==> config.mk <==
export PLATFORM = sky130hd
export DESIGN_NAME = i2c_led_command_parser
export DESIGN_NICKNAME = d
export VERILOG_FILES = /design/src/rtl/core/ilcp_pkg.sv /design/src/rtl/core/i2c_led_command_parser.sv /design/src/rtl/core/ilcp_parser.sv
export SDC_FILE = /design/constraint.sdc
export NUM_CORES = 1
export LEC_CHECK = 0
export ABC_AREA = 1
export BUFFER_PORTS_ARGS = -buffer_cell sky130_fd_sc_hd__buf_2
export CORE_MARGIN = 5
export CORE_UTILIZATION = 50
export CTS_BUF_LIST = sky130_fd_sc_hd__clkbuf_8
export CTS_CLUSTER_SIZE = 12
export DETAILED_ROUTE_END_ITERATION = 12
export PLACE_DENSITY = 0.72
export REMOVE_ABC_BUFFERS = 1
export SLEW_MARGIN = 20
export SYNTH_ARGS = -nofsm -noshare
export SYNTH_HDL_FRONTEND = slang
export SYNTH_SLANG_ARGS = --single-unit
==> constraint.sdc <==
create_clock -name aclk -period 5.7 [get_ports aclk]
set_input_delay 0.855 -clock aclk [delete_from_list [all_inputs] [get_ports aclk]]
set_output_delay 0.855 -clock aclk [all_outputs]
set_load 0.02 [all_outputs]
==> src/rtl/core/ilcp_pkg.sv <==
// Package for the i2c led command parser: event kinds, parser phases,
// bus reply codes and the result record shared by the parser and the top level.
// No dependencies.
`default_nettype none

package ilcp_pkg;

    typedef enum logic [1:0] {
        MODE_ADDR  = 2'd0,
        MODE_WRITE = 2'd1,
        MODE_READ  = 2'd2,
        MODE_STOP  = 2'd3
    } mode_t;

    typedef enum logic [1:0] {
        PH_IDLE   = 2'd0,
        PH_FIRST  = 2'd1,
        PH_SECOND = 2'd2
    } phase_t;

    typedef enum logic [1:0] {
        RESP_NONE = 2'd0,
        RESP_ACK  = 2'd1,
        RESP_NACK = 2'd2,
        RESP_READ = 2'd3
    } resp_t;

    localparam logic [3:0] CMD_SET_LEDS = 4'h5;
    localparam int         LED_COUNT    = 4;

    typedef struct packed {
        resp_t       response;
        logic        led_write;
        logic [1:0]  led_number;
        logic [5:0]  red_level;
        logic [5:0]  green_level;
        logic [5:0]  blue_level;
        logic        read_valid;
        logic [2:0]  sensor_index;
        logic        busy_flag;
        logic        changed_flag;
    } ilcp_result_t;

endpackage

`default_nettype wire

==> src/rtl/core/i2c_led_command_parser.sv <==
// Top level of the i2c led command parser: input register, parser, result register.
// Depends on ilcp_pkg and ilcp_parser.
//
//   channel | dir | tdata (lsb first)                                     | tuser
//   s_      | in  | rx_byte[7:0]                                          | mode[1:0]
//   m_      | out | response, led_number, red, green, blue, sensor_index, | led_write,
//           |     | busy_flag, changed_flag (27 bits, zero padded to 32)  | read_valid
//
// one item per cycle sustained while the result side does not stall; an accepted input
// passes through both registers before its result can be accepted
// (input register, then the parser logic into the result register)
// s_tready is low only while the input register holds an item blocked by a stalled result
// aresetn clears the parser state and both valid flags directly; no clearing pass
`default_nettype none

module i2c_led_command_parser #(
    parameter int SENSOR_REGS = 6
) (
    input  wire         aclk,
    input  wire         aresetn,
    input  wire         s_tvalid,
    output logic        s_tready,
    input  wire  [7:0]  s_tdata,   // rx_byte[7:0]
    input  wire  [1:0]  s_tuser,   // mode[1:0]
    output logic        m_tvalid,
    input  wire         m_tready,
    output logic [31:0] m_tdata,   // response[1:0], led_number[3:2], red_level[9:4],
                                   // green_level[15:10], blue_level[21:16],
                                   // sensor_index[24:22], busy_flag[25], changed_flag[26]
    output logic [1:0]  m_tuser    // led_write[0], read_valid[1]
);
    import ilcp_pkg::*;

    logic         in_valid_reg, in_valid_next;
    logic [1:0]   in_mode_reg;
    logic [7:0]   in_byte_reg;
    logic         out_valid_reg, out_valid_next;
    ilcp_result_t out_res_reg;
    ilcp_result_t res;
    logic         advance;
    logic         s_accept;

    assign advance  = in_valid_reg && (!out_valid_reg || m_tready);
    assign s_tready = !in_valid_reg || advance;
    assign s_accept = s_tvalid && s_tready;

    ilcp_parser #(
        .SENSOR_REGS(SENSOR_REGS)
    ) u_parser (
        .aclk    (aclk),
        .aresetn (aresetn),
        .en      (advance),
        .mode    (in_mode_reg),
        .rx_byte (in_byte_reg),
        .result  (res)
    );

    always_comb begin
        in_valid_next = in_valid_reg;
        if (s_accept) begin
            in_valid_next = 1'b1;
        end else if (advance) begin
            in_valid_next = 1'b0;
        end

        out_valid_next = out_valid_reg;
        if (advance) begin
            out_valid_next = 1'b1;
        end else if (m_tready) begin
            out_valid_next = 1'b0;
        end
    end

    always_ff @(posedge aclk) begin
        if (!aresetn) begin
            in_valid_reg  <= 1'b0;
            out_valid_reg <= 1'b0;
        end else begin
            in_valid_reg  <= in_valid_next;
            out_valid_reg <= out_valid_next;
        end
    end

    always_ff @(posedge aclk) begin
        if (s_accept) begin
            in_mode_reg <= s_tuser;
            in_byte_reg <= s_tdata;
        end
        if (advance) begin
            out_res_reg <= res;
        end
    end

    assign m_tvalid = out_valid_reg;
    assign m_tdata  = {5'd0,
                       out_res_reg.changed_flag,
                       out_res_reg.busy_flag,
                       out_res_reg.sensor_index,
                       out_res_reg.blue_level,
                       out_res_reg.green_level,
                       out_res_reg.red_level,
                       out_res_reg.led_number,
                       out_res_reg.response};
    assign m_tuser  = {out_res_reg.read_valid, out_res_reg.led_write};

endmodule

`default_nettype wire

==> src/rtl/core/ilcp_parser.sv <==
// Bus event parser: phase machine, led list, colour byte hold, read pointer and flags.
// Evaluates one event per enabled cycle and presents its result combinationally.
// Depends on ilcp_pkg.
`default_nettype none

module ilcp_parser #(
    parameter int SENSOR_REGS = 6
) (
    input  wire                   aclk,
    input  wire                   aresetn,
    input  wire                   en,
    input  wire  [1:0]            mode,
    input  wire  [7:0]            rx_byte,
    output ilcp_pkg::ilcp_result_t result
);
    import ilcp_pkg::*;

    localparam int PTR_W = (SENSOR_REGS > 1) ? $clog2(SENSOR_REGS) : 1;
    localparam logic [PTR_W-1:0] PTR_LAST = PTR_W'(SENSOR_REGS - 1);

    phase_t           phase_reg, phase_next;
    logic [1:0]       list_reg [LED_COUNT];
    logic [1:0]       list_next [LED_COUNT];
    logic [2:0]       count_reg, count_next;
    logic [2:0]       pos_reg, pos_next;
    logic [7:0]       first_reg, first_next;
    logic [PTR_W-1:0] ptr_reg, ptr_next;
    logic             busy_reg, busy_next;
    logic             changed_reg, changed_next;

    mode_t            ev;
    logic             cmd_ok;
    logic [1:0]       cmd_list [LED_COUNT];
    logic [2:0]       cmd_count;
    logic [2:0]       pos_inc;
    logic             list_done;

    assign ev        = mode_t'(mode);
    assign cmd_ok    = (rx_byte[7:4] == CMD_SET_LEDS) && (rx_byte[3:0] != 4'd0);
    assign pos_inc   = pos_reg + 3'd1;
    assign list_done = (pos_inc >= count_reg);

    // compact the mask into a list of led numbers, lowest bit first
    always_comb begin
        cmd_count = 3'd0;
        for (int i = 0; i < LED_COUNT; i++) begin
            cmd_list[i] = list_reg[i];
        end
        for (int i = 0; i < LED_COUNT; i++) begin
            if (rx_byte[i]) begin
                cmd_list[cmd_count[1:0]] = 2'(i);
                cmd_count = cmd_count + 3'd1;
            end
        end
    end

    // next phase
    always_comb begin
        phase_next = phase_reg;
        if (en) begin
            unique case (ev)
                MODE_ADDR, MODE_READ: phase_next = PH_IDLE;
                MODE_STOP:            phase_next = phase_reg;
                MODE_WRITE: begin
                    unique case (phase_reg)
                        PH_FIRST:  phase_next = PH_SECOND;
                        PH_SECOND: phase_next = list_done ? PH_IDLE : PH_FIRST;
                        // unused phase code behaves as idle
                        default:   phase_next = cmd_ok ? PH_FIRST : PH_IDLE;
                    endcase
                end
                default: phase_next = phase_reg;
            endcase
        end
    end

    // datapath registers and result
    always_comb begin
        for (int i = 0; i < LED_COUNT; i++) begin
            list_next[i] = list_reg[i];
        end
        count_next   = count_reg;
        pos_next     = pos_reg;
        first_next   = first_reg;
        ptr_next     = ptr_reg;
        busy_next    = busy_reg;
        changed_next = changed_reg;
        result       = '0;
        result.response = RESP_NONE;

        unique case (ev)
            MODE_ADDR: begin
                result.response = RESP_ACK;
                ptr_next   = '0;
                busy_next  = 1'b1;
                count_next = 3'd0;
                pos_next   = 3'd0;
            end
            MODE_READ: begin
                result.response     = RESP_READ;
                result.read_valid   = 1'b1;
                result.sensor_index = 3'(ptr_reg);
                ptr_next   = (ptr_reg == PTR_LAST) ? '0 : ptr_reg + PTR_W'(1);
                count_next = 3'd0;
                pos_next   = 3'd0;
            end
            MODE_STOP: begin
                busy_next = 1'b0;
            end
            MODE_WRITE: begin
                unique case (phase_reg)
                    PH_FIRST: begin
                        first_next      = rx_byte;
                        result.response = RESP_ACK;
                        changed_next    = 1'b1;
                    end
                    PH_SECOND: begin
                        result.response    = RESP_ACK;
                        changed_next       = 1'b1;
                        result.led_write   = 1'b1;
                        result.led_number  = list_reg[pos_reg[1:0]];
                        result.red_level   = first_reg[7:2];
                        result.green_level = {first_reg[1:0], rx_byte[7:4]};
                        result.blue_level  = {rx_byte[3:0], 2'b00};
                        if (list_done) begin
                            count_next = 3'd0;
                            pos_next   = 3'd0;
                        end else begin
                            pos_next = pos_inc;
                        end
                    end
                    default: begin
                        if (cmd_ok) begin
                            for (int i = 0; i < LED_COUNT; i++) begin
                                list_next[i] = cmd_list[i];
                            end
                            count_next      = cmd_count;
                            pos_next        = 3'd0;
                            result.response = RESP_ACK;
                            changed_next    = 1'b1;
                        end else begin
                            count_next      = 3'd0;
                            pos_next        = 3'd0;
                            result.response = RESP_NACK;
                        end
                    end
                endcase
            end
            default: begin
                busy_next = busy_reg;
            end
        endcase

        result.busy_flag    = busy_next;
        result.changed_flag = changed_next;
    end

    always_ff @(posedge aclk) begin
        if (!aresetn) begin
            phase_reg   <= PH_IDLE;
            count_reg   <= 3'd0;
            pos_reg     <= 3'd0;
            first_reg   <= 8'd0;
            ptr_reg     <= '0;
            busy_reg    <= 1'b0;
            changed_reg <= 1'b0;
            for (int i = 0; i < LED_COUNT; i++) begin
                list_reg[i] <= 2'd0;
            end
        end else if (en) begin
            phase_reg   <= phase_next;
            count_reg   <= count_next;
            pos_reg     <= pos_next;
            first_reg   <= first_next;
            ptr_reg     <= ptr_next;
            busy_reg    <= busy_next;
            changed_reg <= changed_next;
            for (int i = 0; i < LED_COUNT; i++) begin
                list_reg[i] <= list_next[i];
            end
        end
    end

endmodule

`default_nettype wire

After elaboration in Yosys (flattened, before gate mapping)
Memories as Yosys holds them, arrays and structs flattened. A register that Yosys moved wholly into a read port is not among the register bits.
Index checks and enable logic that the tools add are counted.
Widths: inputs -> output; s select.
Storage, ports and cells
  memories kept: 1
  memory bits (writable): 8
  logic and storage cells: 136
  latch bits: 0
  input port bits: 14
  ROM bits: 0
  output and inout bits: 36
  flip-flop bits (word level): 62
Memories
  u_parser.list_reg: depth 4, width 2, rd ports 5, clocked after memory_dff 1, wr ports 4, line ilcp_parser.sv:22  | logic [1:0] list_reg [LED_COUNT];
Cells by class
  magnitude comparators: 7
  muxes and demuxes: 53
  add/sub/neg operators: 5
  multipliers: 0
  reductions and logical operators: 24
  bitwise operators: 15
  divide/modulo/power cells: 0
  equal/unequal tests: 9
  shifts and indexed selects: 0
Operators by type and width (count)
  $mux 8: 6
  $pmux 3 s2: 5
  $mux 2: 12
  $mux 21: 1
  $mux 3: 7
  $mux 1: 14
  $add 3x1->3 const B: 4
  $demux 2 s2: 3
  $ge 3x3->1 const B: 3
  $lt 3x1->1 const B: 3
  $and 4x4->4: 2
  $not 4->4: 2
  $or 4x4->4: 2
  $or 8x8->8: 1
  $pmux 2 s2: 2
  $reduce_bool 2->1: 4
  $eq 2x2->1 const B: 3
  $logic_and 1x1->1: 6
  $not 2->3: 2
  $pmux 2 s3: 1
  $reduce_and 2->1: 3
  $reduce_and 3->1: 2
  $eq 2x1->1 const B: 2
  $eq 4x3->1 const B: 1
  16 further kinds: 22

Logic depth before layout (Yosys ltp)
  depth after elaboration: 17
  mapped depth: 13
  depth with buffers taken out: 13

By module
From an unflattened synthesis, not the netlist that was laid out.
Unflattened totals
  cell total of the unflattened synthesis: 341
  area, all modules: 3296.9 um^2
By module, submodules not included
  ilcp_parser: seq. area each 700.7 um^2, cells an instance 283, instances 1, area an instance 1989.4 um^2
  i2c_led_command_parser: seq. area each 1211.2 um^2, cells an instance 58, instances 1, area an instance 1307.5 um^2

Worst setup path before layout
Ideal clock, no wire load.
  kind: input -> register
  start: input port m_tready
  end: memory u_parser.list_reg[0][0] (enable)
  required time: 5.313 ns
  path buffers: 0
  library setup time: 0.387 ns
  arrival: 1.909 ns
  stages on the path: 4
  slack: 3.405 ns
  path through: inv_1 > nand2_1 > nand2_1 > o31ai_1
RTL lines
  start: declaration: line i2c_led_command_parser.sv:26  | input wire m_tready,
  end: declaration: line ilcp_parser.sv:22

Worst setup path after layout
  start: input port m_tready
  end: output port s_tready
Between the ends
  cells in the longest elaborated chain, start to end: 3
RTL lines
  $logic_or 1x1->1: line i2c_led_command_parser.sv:43  | assign advance = in_valid_reg && (!out_valid_reg || m_tready);
  $logic_and 1x1->1: line i2c_led_command_parser.sv:43
  $logic_or 1x1->1: line i2c_led_command_parser.sv:44  | assign s_tready = !in_valid_reg || advance;
  end: declaration: line i2c_led_command_parser.sv:22  | output logic s_tready,
No other way between the ends.

==> results.yml <==
cells_and_area:
  seq_area_sq_um: 1850
  largest_reg_flops: 25
  fill_cells: 547
  nets: 406
  syn2layout_area_growth_pct: 13.4
  final_area_sq_um: 3620
  final_core_util_pct: 57.7
  finalNonFillerCells: 455
  drive_gt1_share_pct: 17.5
  antennaDiodeCount: 0
  multi_input_area_sq_um: 1090
drt:
  avgRoutedWirePerCell_um: 12.5
  route.top_layer_used: "met4"
  dr.pass1.iters: 5
  ant_nets: 0
  routed_wl_um: 5710
  drtIter0Drc: 147
  met3_length_um: 331
  num_vias: 2225
  wirelength_met1_um: 2470
  wl_met2_um: 2770
  via_per_inst: 4.89
  drc_errors: 0
floorplan:
  rows: 29
  initial_core_util_pct: 50.9
  die_w_um: 90.0
  die_height_um: 90.0
  core_sq_um: 6280
  io_pins: 50
  die-area_sq_um: 8090
sta:
  timing.final.hold_violations: 0
  setup_slack_ns: 3.48
  period_minus_slack_ns: 2.22
  maxSlewViolCount: 0
  tns_ns: 0
  rsz0062_at_grt: "false"
  hold_ws_ns: 0.461
  fmax_mhz: 451
  finalSetupViolCount: 0
  worst_slew_pin_slew_ns: 0.719
  fin_crit_sh_pct: 38.9
  maxSlewHeadroom_pct: 51.7
  skew_ns: 0.00733
logic_synthesis:
  synth_area_per_cell_sq_um: 9.81
  yosysSeqAreaShare_pct: 57.9
  synth-edff-count: 45
  async_flop_share_pct: 0
  synth_cells: 326
  ys_types: 30
  yosysWarnings: 0
  synth.ff_latch_count: 70
  synth_area_sq_um: 3200
  synth_flop_cell: "edfxtp_1"
clock_network:
  numCtsBuffers: 9
  insertion_delay_ns: 0.35
  root_buffer: "clkbuf_8"
  cts.hold.buffers_added: 0
  cts.sinks: 70
  cts_buffer_depth: 2
  cts_tree: "built"
  h-tree-depth: 3
  cts_setup_buffers: 0
  cts_resized: 0
  clk_pin_slew_ns: 0.08
global_route:
  grt.total_usage_pct: 15.1
  first_global_vias: 2223
  grt_overflow: 0
  grt_first_pass_wirelength_um: 9800
  grt_start_max_net_pins: 33
  antenna_found_initial: 0
power:
  ir_drop_mv: 0.172
  power_leakage_nw: 1.56
  power_density_nw_per_um2: 279
  total_power_mw: 1.01
placement:
  dpl.cell_count: 439
  place_congestion: 0.828
  port_buffers: 42
  placed_area_sq_um: 3440
  place_hpwl_um: 4000
  place_ws_ns: 3.01
outcome:
  outcome: "finished clean"
worst_setup_path:
  cp_data_arrival_time_ns: 1.36
  cp_data_required_time_ns: 4.85
  crit_fanout: 3
  start_kind: "primary input"
  path_class: "primary input to output port"
  critical_path.endpoint_type: "output port"
flow_run:
  cap_viol_max_count: 0
hold_path:
  min_path_type: "register to register"
-- placed cells by master, fill, tap and decap left out, types with 2 or more instances in the layout --
cell        Yosys  routed
o22ai_1         2       2
nand4_1         3       3
clkinvlp_4      0       5
xor2_1          2       2
edfxtp_1       45      45
ha_1           19      19
dfxtp_1        25      25
a31oi_1         3       3
a21oi_1        26      26
conb_1          1       7
nand3_1        11      11
nor2_1         33      33
inv_1          51      51
nor2_4          2       2
nand2_1        58      58
clkbuf_8        0       9
buf_2           2      42
o21ai_0        21      21
-- cell usage after synthesis, types with 2 or more instances --
library cell  number  area, sq um
nand4_1            3         18.8
inv_1             51          191
buf_2              2         10.0
a21oi_1           26          130
o22ai_1            2         12.5
ha_1              19          238
dfxtp_1           25          500
nor2_4             2         22.5
nand3_1           11         55.1
buf_4              8         60.1
nand2_1           58          218
xor2_1             2         17.5
clkbuf_1           2         7.51
o21ai_0           21          105
edfxtp_1          45         1350
nor2_1            33          124
a31oi_1            3         18.8
-- kinds of logic after synthesis --
group                    synth area share [%]
AO/OA/AOI/OAI                            9.79
other                                   0.117
XOR/XNOR                                0.822
AND/OR/NAND/NOR                          15.1
flip-flops                               57.9
adder cells (fa/ha/maj)                  7.44
buffers and inverters                    8.77
-- critical path, cell delays in order --
cell	delay, ns
buf_2	0.09
inv_1	0.11
nand3_1	0.12
buf_2	0.18
-- layout make-up --
cell class	count	area share, %
clock buffers	9	3.42
repair buffers	43	6.01
inverters	51	5.28
well taps	77	2.66
flip-flops and latches	70	51.1
multi-input cells	198	30.1
clock inverters	7	1.42
-- final timing paths --
path,from,to,slack [ns],depth (start not counted)
hold reg to reg,u_parser.first_reg[1],u_parser.first_reg[1],0.46,2
setup reg to reg,in_mode_reg[1],u_parser.list_reg[2][1],3.56,4
hold / removal,u_parser.first_reg[1],u_parser.first_reg[1],0.46,2
setup / recovery,m_tready,s_tready,3.48,4
-- where the power goes --
part / total (mW) / switching, mW / internal (mW)
Combinational: 0.0919 / 0.0644 / 0.0275
Sequential: 0.569 / 0.0105 / 0.559
Clock: 0.349 / 0.192 / 0.157
-- per-layer routing --
metal / global-route usage (%) / up-vias
met4: 9.06 / 0
met3: 4.01 / 12
met2: 25.0 / 59
li1: - / 1150
met1: 17.4 / 1004
met5: 0 / -
No activity file was read; power rests on OpenSTA's default activity.
